File: src/spml_pkg.sv
package spml_pkg;

  localparam int MAX_PATTERN_BYTES = 16;
  localparam int QUEUE_DEPTH       = 4;
  localparam int LEN_W             = 5;
  localparam int SKIP_W            = 4;
  localparam int CNT_W             = 32;
  localparam int CFG_INDEX_W       = 2;
  localparam int CFG_DATA_W        = 64;

  localparam logic [7:0] NEWLINE_CODE = 8'h0A;

  localparam logic [CFG_INDEX_W-1:0] CFG_PATTERN_LENGTH = 2'd0;
  localparam logic [CFG_INDEX_W-1:0] CFG_PATTERN_LOW    = 2'd1;
  localparam logic [CFG_INDEX_W-1:0] CFG_PATTERN_HIGH   = 2'd2;

  typedef struct packed {
    logic              elig;
    logic              newline;
    logic              equal;
    logic              last;
    logic [SKIP_W-1:0] len_m1;
    logic [CNT_W-1:0]  offset;
  } cand_t;

  function automatic logic [CNT_W-1:0] sat_inc(input logic [CNT_W-1:0] v);
    return (v == '1) ? v : v + CNT_W'(1);
  endfunction

  function automatic logic [7:0] pattern_byte(input logic [63:0] lo, input logic [63:0] hi,
                                              input logic [3:0] k);
    logic [63:0] word;
    word = k[3] ? hi : lo;
    return word[{k[2:0], 3'b000} +: 8];
  endfunction

endpackage

File: src/spml_front.sv
module spml_front #(
  parameter int MAX_PATTERN_BYTES = spml_pkg::MAX_PATTERN_BYTES
) (
  input  logic                                clk,
  input  logic                                rst,
  input  logic                                cfg_valid,
  output logic                                cfg_ready,
  input  logic [spml_pkg::CFG_INDEX_W-1:0]    cfg_index,
  input  logic [spml_pkg::CFG_DATA_W-1:0]     cfg_data,
  input  logic                                in_valid,
  output logic                                in_ready,
  input  logic [7:0]                          data_byte,
  input  logic                                last_byte,
  input  logic                                queue_full,
  output logic                                push,
  output spml_pkg::cand_t                     push_entry
);

  localparam int IDX_W = (MAX_PATTERN_BYTES > 1) ? $clog2(MAX_PATTERN_BYTES) : 1;

  logic [spml_pkg::LEN_W-1:0]  pattern_length;
  logic [63:0]                 pattern_low_bytes;
  logic [63:0]                 pattern_high_bytes;
  logic [7:0]                  window [MAX_PATTERN_BYTES];
  logic [7:0]                  window_next [MAX_PATTERN_BYTES];
  logic [spml_pkg::CNT_W-1:0]  byte_position;
  logic [spml_pkg::LEN_W-1:0]  len_c;
  logic [spml_pkg::SKIP_W-1:0] len_m1;
  logic [MAX_PATTERN_BYTES-1:0] byte_eq;

  assign cfg_ready = 1'b1;
  assign in_ready  = !queue_full;
  assign push      = in_valid && in_ready;

  always_ff @(posedge clk) begin
    if (rst) begin
      pattern_length     <= '0;
      pattern_low_bytes  <= '0;
      pattern_high_bytes <= '0;
    end else if (cfg_valid) begin
      unique case (cfg_index)
        spml_pkg::CFG_PATTERN_LENGTH: pattern_length     <= cfg_data[spml_pkg::LEN_W-1:0];
        spml_pkg::CFG_PATTERN_LOW:    pattern_low_bytes  <= cfg_data;
        spml_pkg::CFG_PATTERN_HIGH:   pattern_high_bytes <= cfg_data;
        default: ;
      endcase
    end
  end

  assign len_c  = (pattern_length > spml_pkg::LEN_W'(MAX_PATTERN_BYTES)) ?
                  spml_pkg::LEN_W'(MAX_PATTERN_BYTES) : pattern_length;
  assign len_m1 = spml_pkg::SKIP_W'(len_c - spml_pkg::LEN_W'(1));

  always_comb begin
    window_next[0] = data_byte;
    for (int j = 1; j < MAX_PATTERN_BYTES; j++) begin
      window_next[j] = window[j-1];
    end
  end

  for (genvar k = 0; k < MAX_PATTERN_BYTES; k++) begin : g_cmp
    logic [spml_pkg::SKIP_W-1:0] tap_idx;
    assign tap_idx    = len_m1 - spml_pkg::SKIP_W'(k);
    assign byte_eq[k] = (spml_pkg::SKIP_W'(k) > len_m1) ||
                        (window_next[tap_idx[IDX_W-1:0]] ==
                         spml_pkg::pattern_byte(pattern_low_bytes, pattern_high_bytes,
                                                4'(k)));
  end

  always_comb begin
    push_entry.elig    = (len_c != '0) &&
                         (byte_position >= spml_pkg::CNT_W'(len_m1));
    push_entry.newline = (window_next[len_m1[IDX_W-1:0]] == spml_pkg::NEWLINE_CODE);
    push_entry.equal   = &byte_eq;
    push_entry.last    = last_byte;
    push_entry.len_m1  = len_m1;
    push_entry.offset  = byte_position - spml_pkg::CNT_W'(len_m1);
  end

  always_ff @(posedge clk) begin
    if (push) begin
      window <= window_next;
    end
  end

  always_ff @(posedge clk) begin
    if (rst) begin
      byte_position <= '0;
    end else if (push) begin
      byte_position <= last_byte ? '0 : spml_pkg::sat_inc(byte_position);
    end
  end

endmodule

File: src/spml_queue.sv
module spml_queue (
  input  logic            clk,
  input  logic            rst,
  input  logic            push,
  input  spml_pkg::cand_t push_entry,
  output logic            full,
  input  logic            pop,
  output spml_pkg::cand_t head,
  output logic            empty
);

  localparam int DEPTH = spml_pkg::QUEUE_DEPTH;
  localparam int PTR_W = (DEPTH > 1) ? $clog2(DEPTH) : 1;
  localparam int CNT_W = $clog2(DEPTH + 1);

  spml_pkg::cand_t  slots [DEPTH];
  logic [PTR_W-1:0] wr_ptr;
  logic [PTR_W-1:0] rd_ptr;
  logic [CNT_W-1:0] count;

  assign full  = (count == CNT_W'(DEPTH));
  assign empty = (count == '0);
  assign head  = slots[rd_ptr];

  always_ff @(posedge clk) begin
    if (push) begin
      slots[wr_ptr] <= push_entry;
    end
  end

  always_ff @(posedge clk) begin
    if (rst) begin
      wr_ptr <= '0;
      rd_ptr <= '0;
      count  <= '0;
    end else begin
      if (push) begin
        wr_ptr <= (wr_ptr == PTR_W'(DEPTH - 1)) ? '0 : wr_ptr + PTR_W'(1);
      end
      if (pop) begin
        rd_ptr <= (rd_ptr == PTR_W'(DEPTH - 1)) ? '0 : rd_ptr + PTR_W'(1);
      end
      unique case ({push, pop})
        2'b10:   count <= count + CNT_W'(1);
        2'b01:   count <= count - CNT_W'(1);
        default: count <= count;
      endcase
    end
  end

endmodule

File: src/spml_back.sv
module spml_back (
  input  logic                       clk,
  input  logic                       rst,
  input  spml_pkg::cand_t            head,
  input  logic                       empty,
  output logic                       pop,
  output logic                       out_valid,
  input  logic                       out_ready,
  output logic                       is_summary,
  output logic [spml_pkg::CNT_W-1:0] line_number,
  output logic [spml_pkg::CNT_W-1:0] match_offset,
  output logic [spml_pkg::CNT_W-1:0] match_total,
  output logic                       last_result
);

  logic [spml_pkg::SKIP_W-1:0] skip_remaining;
  logic [spml_pkg::CNT_W-1:0]  line_counter;
  logic [spml_pkg::CNT_W-1:0]  match_counter;
  logic                        pend_sum;

  logic                        out_free;
  logic                        active;
  logic                        hit;
  logic [spml_pkg::CNT_W-1:0]  line_next;
  logic [spml_pkg::CNT_W-1:0]  match_next;
  logic [spml_pkg::SKIP_W-1:0] skip_next;

  assign out_free = !out_valid || out_ready;
  assign pop      = out_free && !pend_sum && !empty;

  always_comb begin
    active     = head.elig && (skip_remaining == '0);
    hit        = active && head.equal;
    line_next  = (active && head.newline) ? spml_pkg::sat_inc(line_counter) : line_counter;
    match_next = hit ? spml_pkg::sat_inc(match_counter) : match_counter;
    if (!head.elig) begin
      skip_next = skip_remaining;
    end else if (skip_remaining != '0) begin
      skip_next = skip_remaining - spml_pkg::SKIP_W'(1);
    end else begin
      skip_next = hit ? head.len_m1 : '0;
    end
  end

  always_ff @(posedge clk) begin
    if (rst) begin
      out_valid      <= 1'b0;
      pend_sum       <= 1'b0;
      skip_remaining <= '0;
      line_counter   <= spml_pkg::CNT_W'(1);
      match_counter  <= '0;
    end else begin
      priority if (pop && hit) begin
        out_valid      <= 1'b1;
        is_summary     <= 1'b0;
        line_number    <= line_next;
        match_offset   <= head.offset;
        match_total    <= match_next;
        last_result    <= !head.last;
        line_counter   <= line_next;
        match_counter  <= match_next;
        skip_remaining <= skip_next;
        pend_sum       <= head.last;
      end else if (pop && head.last) begin
        out_valid      <= 1'b1;
        is_summary     <= 1'b1;
        line_number    <= line_next;
        match_offset   <= '0;
        match_total    <= match_next;
        last_result    <= 1'b1;
        line_counter   <= spml_pkg::CNT_W'(1);
        match_counter  <= '0;
        skip_remaining <= '0;
      end else if (pop) begin
        line_counter   <= line_next;
        skip_remaining <= skip_next;
        if (out_ready) begin
          out_valid <= 1'b0;
        end
      end else if (pend_sum && out_free) begin
        out_valid      <= 1'b1;
        is_summary     <= 1'b1;
        line_number    <= line_counter;
        match_offset   <= '0;
        match_total    <= match_counter;
        last_result    <= 1'b1;
        line_counter   <= spml_pkg::CNT_W'(1);
        match_counter  <= '0;
        skip_remaining <= '0;
        pend_sum       <= 1'b0;
      end else begin
        if (out_ready) begin
          out_valid <= 1'b0;
        end
      end
    end
  end

endmodule

File: src/stream_pattern_matcher_lines_unit.sv
// a byte's result passes through a queue slot and then the output register
// throughput: one byte per cycle while the queue has room; a last-byte match adds a summary
// a 4-entry queue separates the window compare from the counters and output register
// reset (synchronous): pattern registers zero, line counter 1, match count and position zero
// after each summary the scan state returns to its reset value, pattern registers stay
module stream_pattern_matcher_lines_unit #(
  parameter int MAX_PATTERN_BYTES = spml_pkg::MAX_PATTERN_BYTES
) (
  input  logic                                clk,
  input  logic                                rst,
  input  logic                                cfg_valid,
  output logic                                cfg_ready,
  input  logic [spml_pkg::CFG_INDEX_W-1:0]    cfg_index,
  input  logic [spml_pkg::CFG_DATA_W-1:0]     cfg_data,
  input  logic                                in_valid,
  output logic                                in_ready,
  input  logic [7:0]                          data_byte,
  input  logic                                last_byte,
  output logic                                out_valid,
  input  logic                                out_ready,
  output logic                                is_summary,
  output logic [spml_pkg::CNT_W-1:0]          line_number,
  output logic [spml_pkg::CNT_W-1:0]          match_offset,
  output logic [spml_pkg::CNT_W-1:0]          match_total,
  output logic                                last_result
);

  logic            push;
  spml_pkg::cand_t push_entry;
  logic            queue_full;
  logic            pop;
  spml_pkg::cand_t head;
  logic            queue_empty;

  spml_front #(
    .MAX_PATTERN_BYTES(MAX_PATTERN_BYTES)
  ) u_front (
    .clk        (clk),
    .rst        (rst),
    .cfg_valid  (cfg_valid),
    .cfg_ready  (cfg_ready),
    .cfg_index  (cfg_index),
    .cfg_data   (cfg_data),
    .in_valid   (in_valid),
    .in_ready   (in_ready),
    .data_byte  (data_byte),
    .last_byte  (last_byte),
    .queue_full (queue_full),
    .push       (push),
    .push_entry (push_entry)
  );

  spml_queue u_queue (
    .clk        (clk),
    .rst        (rst),
    .push       (push),
    .push_entry (push_entry),
    .full       (queue_full),
    .pop        (pop),
    .head       (head),
    .empty      (queue_empty)
  );

  spml_back u_back (
    .clk          (clk),
    .rst          (rst),
    .head         (head),
    .empty        (queue_empty),
    .pop          (pop),
    .out_valid    (out_valid),
    .out_ready    (out_ready),
    .is_summary   (is_summary),
    .line_number  (line_number),
    .match_offset (match_offset),
    .match_total  (match_total),
    .last_result  (last_result)
  );

endmodule

File: config.mk
export PLATFORM = sky130hd
export DESIGN_NAME = stream_pattern_matcher_lines_unit
export DESIGN_NICKNAME = d
export VERILOG_FILES = /design/src/spml_pkg.sv /design/src/spml_front.sv /design/src/spml_queue.sv /design/src/spml_back.sv /design/src/stream_pattern_matcher_lines_unit.sv
export SDC_FILE = /design/constraint.sdc
export NUM_CORES = 1
export LEC_CHECK = 0
export ABC_CLOCK_PERIOD_IN_PS = 11400
export BUFFER_PORTS_ARGS = -buffer_cell sky130_fd_sc_hd__buf_2
export CAP_MARGIN = 20
export CORE_ASPECT_RATIO = 1.1
export CORE_MARGIN = 8
export CORE_UTILIZATION = 45
export DETAILED_ROUTE_END_ITERATION = 7
export GPL_ROUTABILITY_DRIVEN = 0
export GPL_TIMING_DRIVEN = 0
export PLACE_DENSITY_LB_ADDON = 0.25
export SLEW_MARGIN = 20
export SYNTH_ARGS = -nofsm -noshare
export SYNTH_HDL_FRONTEND = slang
export SYNTH_SLANG_ARGS = --single-unit
File: constraint.sdc
create_clock -name clk -period 11.4 [get_ports clk]
set_input_delay 3.42 -clock clk [delete_from_list [all_inputs] [get_ports clk]]
set_output_delay 3.42 -clock clk [all_outputs]
set_load 0.01 [all_outputs]
==> results.py <==
metrics = {
    "yosys": {
        "yosys.area_share.adder_pct": 0.691,
        "syn_inst": 2976,
        "synth_top_family_by_area": "multiplexers",
        "synth.distinct_cells": 75,
        "synth-edff-count": 378,
        "syn_avg_cell_area_um2": 11.1,
        "syn_nets": 3072,
        "synth_xor_area_share_pct": 7.10,
        "yosysWarnings": 0,
        "ys.flop_type": "edfxtp_1",
        "netlist_area_um2": 32900,
        "synthArstFlopShare_pct": 0,
        "muxShareOfSynthArea_pct": 18.4,
        "synth-simple-area-share_pct": 13.4,
        "ys_seq_area_share_pct": 49.3,
        "ys_ff_latch": 622,
        "synth-compound-area-share_pct": 8.03,
    },
    "critical_path": {
        "cp-start-kind": "flop",
        "reg2reg_setup_slack_ns": 3.80,
        "worstReg2RegStart": "u_front.pattern_length[4]",
        "worstRegToRegCells": 20,
        "worstSetupEndpointType": "flop",
        "critPathKind": "reg -> reg",
        "startpoint": "u_front.pattern_length[4]",
        "required_ns": 11.81,
        "cp.arrival_ns": 8.01,
        "cp-endpoint": "u_queue.slots[0][37]",
        "rr_endpoint": "u_queue.slots[0][37]",
        "cp_max_fo": 12,
    },
    "drt": {
        "drc": 41,
        "drt_iter0_markers": 2798,
        "drt_wl_total_mm": 106,
        "first_pass_iters": 8,
        "wl_per_cell_um": 25.0,
        "viasPerCell": 6.07,
        "vias": 25766,
        "final_antenna_net_count": 0,
    },
    "global_routing": {
        "top_usage_layer": "met2",
        "antenna_found_initial": 7,
        "grt_pass1_vias": 24999,
        "grt_pass1_wl_mm": 155,
        "grtUsageMet3_pct": 7.37,
        "grt_max_degree": 82,
        "met1_usage_pct": 29.0,
        "grtUsageTotal_pct": 24.8,
        "grtUsageMet2_pct": 40.7,
        "grt_overflow_total": 0,
    },
    "finish": {
        "postLayoutCellArea_um2": 37500,
        "area_growth_pct": 13.9,
        "final_cells": 4242,
        "final_cell_mix": "nand2_1 (436), edfxtp_1 (378), mux2i_1 (280)",
        "final_nets": 3327,
        "drive_above_1_share_pct": 16.2,
        "layout_commonest_cell": "nand2_1",
    },
    "placement": {
        "dp_hpwl_mm": 79.9,
        "portBuffers": 178,
        "placedInstanceArea_um2": 35200,
        "dp_cells": 4116,
    },
    "floorplan": {
        "io_pins": 181,
        "core_area_um2": 72900,
        "die_y_um": 300,
        "fp.dieW_um": 274,
        "rows": 104,
        "start_util_pct": 45.2,
        "dieArea_um2": 82100,
    },
    "clock_network": {
        "cts_tree": "built",
        "htree_num_levels": 3,
        "clk_pin_slew_ns": 0.06,
        "cts_buffer_depth": 3,
        "insertion_delay_ns": 0.63,
        "cts_setup_buffers": 0,
        "cts_hold_buf": 0,
        "cts_inserted_buffers": 67,
        "clock-sinks": 622,
        "cts_root_buf": "clkbuf_16",
        "cts-resized-gates": 0,
    },
    "timing": {
        "fmax_ghz": 0.132,
        "drv_slew": 0,
        "hold_viol": 0,
        "final-setup-viol-count": 0,
        "setup_tns_ns": 0,
        "fin_skew_ns": 0.0267,
        "worst-slew-pin-transition_ns": 1.21,
        "grt_setup_unrepaired": "false",
        "fin_crit_ns": 7.60,
        "min_period_over_period_pct": 66.7,
        "slew_headroom_pct": 19.5,
    },
    "pwr": {
        "ir_drop_mv": 0.119,
        "leakage_nw": 13.1,
        "powerDensity_nw_per_um2": 194,
    },
    "job": {
        "maxCapViolations": 0,
    },
    "status": {
        "violations": "DRC",
        "status": "finished, violations left",
    },
    "min_path": {
        "hp-class": "reg -> reg",
    },
}
-- area by class of cell --
cell class / count / area [µm²]
inverter: 32 / 128
timing repair buffer: 186 / 1080
fill: 6422 / 35300
buffer: 208 / 916
antenna: 4 / 10.0
multi-input combinational: 2114 / 15700
sequential: 622 / 16200
tap: 954 / 1190
clock buffer: 95 / 1920
clock inverter: 27 / 350
-- routing by layer --
layer | wire [µm] | part of all wire [%]
met5 | 34 | 0.032
met1 | 39000 | 37
met4 | 6710 | 6.3
met2 | 49300 | 47
met3 | 10900 | 10
-- power by group --
part	switching [mW]	leakage (nW)	internal [mW]
clock network	0.936	1.11	1.31
registers	0.179	5.23	2.69
logic	1.39	6.79	0.768
-- worst max-delay path, stage by stage (launching register included) --
cell and delay (ns):
dfxtp_1 0.36, buf_2 0.22, nor2b_1 0.06, buf_2 0.21, inv_2 0.25, clkbuf_1 0.60
clkbuf_1 0.64, ha_1 0.22, clkbuf_1 0.21, buf_2 0.42, buf_1 0.94, mux4_2 0.44
mux2i_1 0.83, mux2i_1 0.28, xnor2_1 0.22, nand3_1 0.09, nor4_1 0.49, o211ai_1 0.19
nor4_1 0.25, a21oi_1 0.12, nor3_2 0.33
-- how the worst min path moves through the flow --
stage / cells past startpoint / start / slack (ns) / endpoint
detailed placement: 2 / u_front.pattern_high_bytes[1] / 0.46 / u_front.pattern_high_bytes[1]
finish: 2 / u_front.pattern_high_bytes[1] / 0.47 / u_front.pattern_high_bytes[1]
global route: 2 / u_front.pattern_high_bytes[33] / 0.48 / u_front.pattern_high_bytes[33]
floorplan: 2 / u_front.pattern_low_bytes[52] / 0.45 / u_front.pattern_low_bytes[52]
global placement: 2 / u_front.pattern_high_bytes[1] / 0.46 / u_front.pattern_high_bytes[1]
CTS: 2 / u_front.pattern_high_bytes[1] / 0.47 / u_front.pattern_high_bytes[1]
-- cells by family (layout without fill, tap and decap cells) --
family	after synthesis	after routing
AOI/OAI and AO/OA	445	445
xor gates and xnor gates	261	261
adders and majority gates	18	18
buffers and inverters	240	548
DFF	622	622
muxes	430	430
other	1	5
and+or+nand+nor	959	959
-- registers in the layout (all words and copies together), names as in the netlist, named ones only --
name                        flops
u_front.byte_position          32
u_back.is_summary               1
u_back.pend_sum                 1
u_front.window                120
u_back.match_total             32
u_queue.rd_ptr                  2
u_queue.slots                 160
u_back.line_number             32
u_front.pattern_low_bytes      64
u_queue.count                   3
u_back.line_counter            32
u_back.last_result              1
u_back.out_valid                1
u_back.skip_remaining           4
u_front.pattern_high_bytes     64
u_queue.wr_ptr                  2
u_back.match_offset            32
u_back.match_counter           32
u_front.pattern_length          5
-- metrics by stage --
stage                     hold slack (ns)  worst slack (ns)  total power, mW  util (%)
after CTS                           0.470              4.48             7.25      51.5
after detailed placement            0.461              4.49             5.01      48.4
after floorplan                     0.447              2.68             4.23         -
after global routing                0.481              3.73             7.54      51.5
final                               0.470              3.80             7.27      51.5
after global placement              0.455             0.818             4.95      48.1
-- cell usage after synthesis, types with 11 or more instances --
master      n  share of area (%)
nand4_1    34               0.65
nor2b_1    17               0.32
dfxtp_1   244                 15
clkbuf_1  122                1.4
o21ai_0    72                1.1
edfxtp_1  378                 34
nand2b_1   11               0.21
nor2_1    190                2.2
a22oi_1    18               0.41
mux4_2    137                9.4
mux2i_1   280                8.5
nor4_1     25               0.47
nand3_1    68                1.0
o221ai_1   16               0.43
a211oi_1   23               0.52
nor3_1     42               0.64
a31oi_1    18               0.34
nand2_1   436                5.0
inv_1      24               0.27
xnor2_1   124                3.3
xor2_1    130                3.5
ha_1       15               0.57
mux2_2     11               0.38
and3_1     66                1.3
buf_2      39               0.59
a21oi_1   227                3.4
or3_1      25               0.47
a311oi_1   16               0.43
buf_1      29               0.33
buf_4      13               0.30
Note: power is estimated with default switching activity, not from simulation.
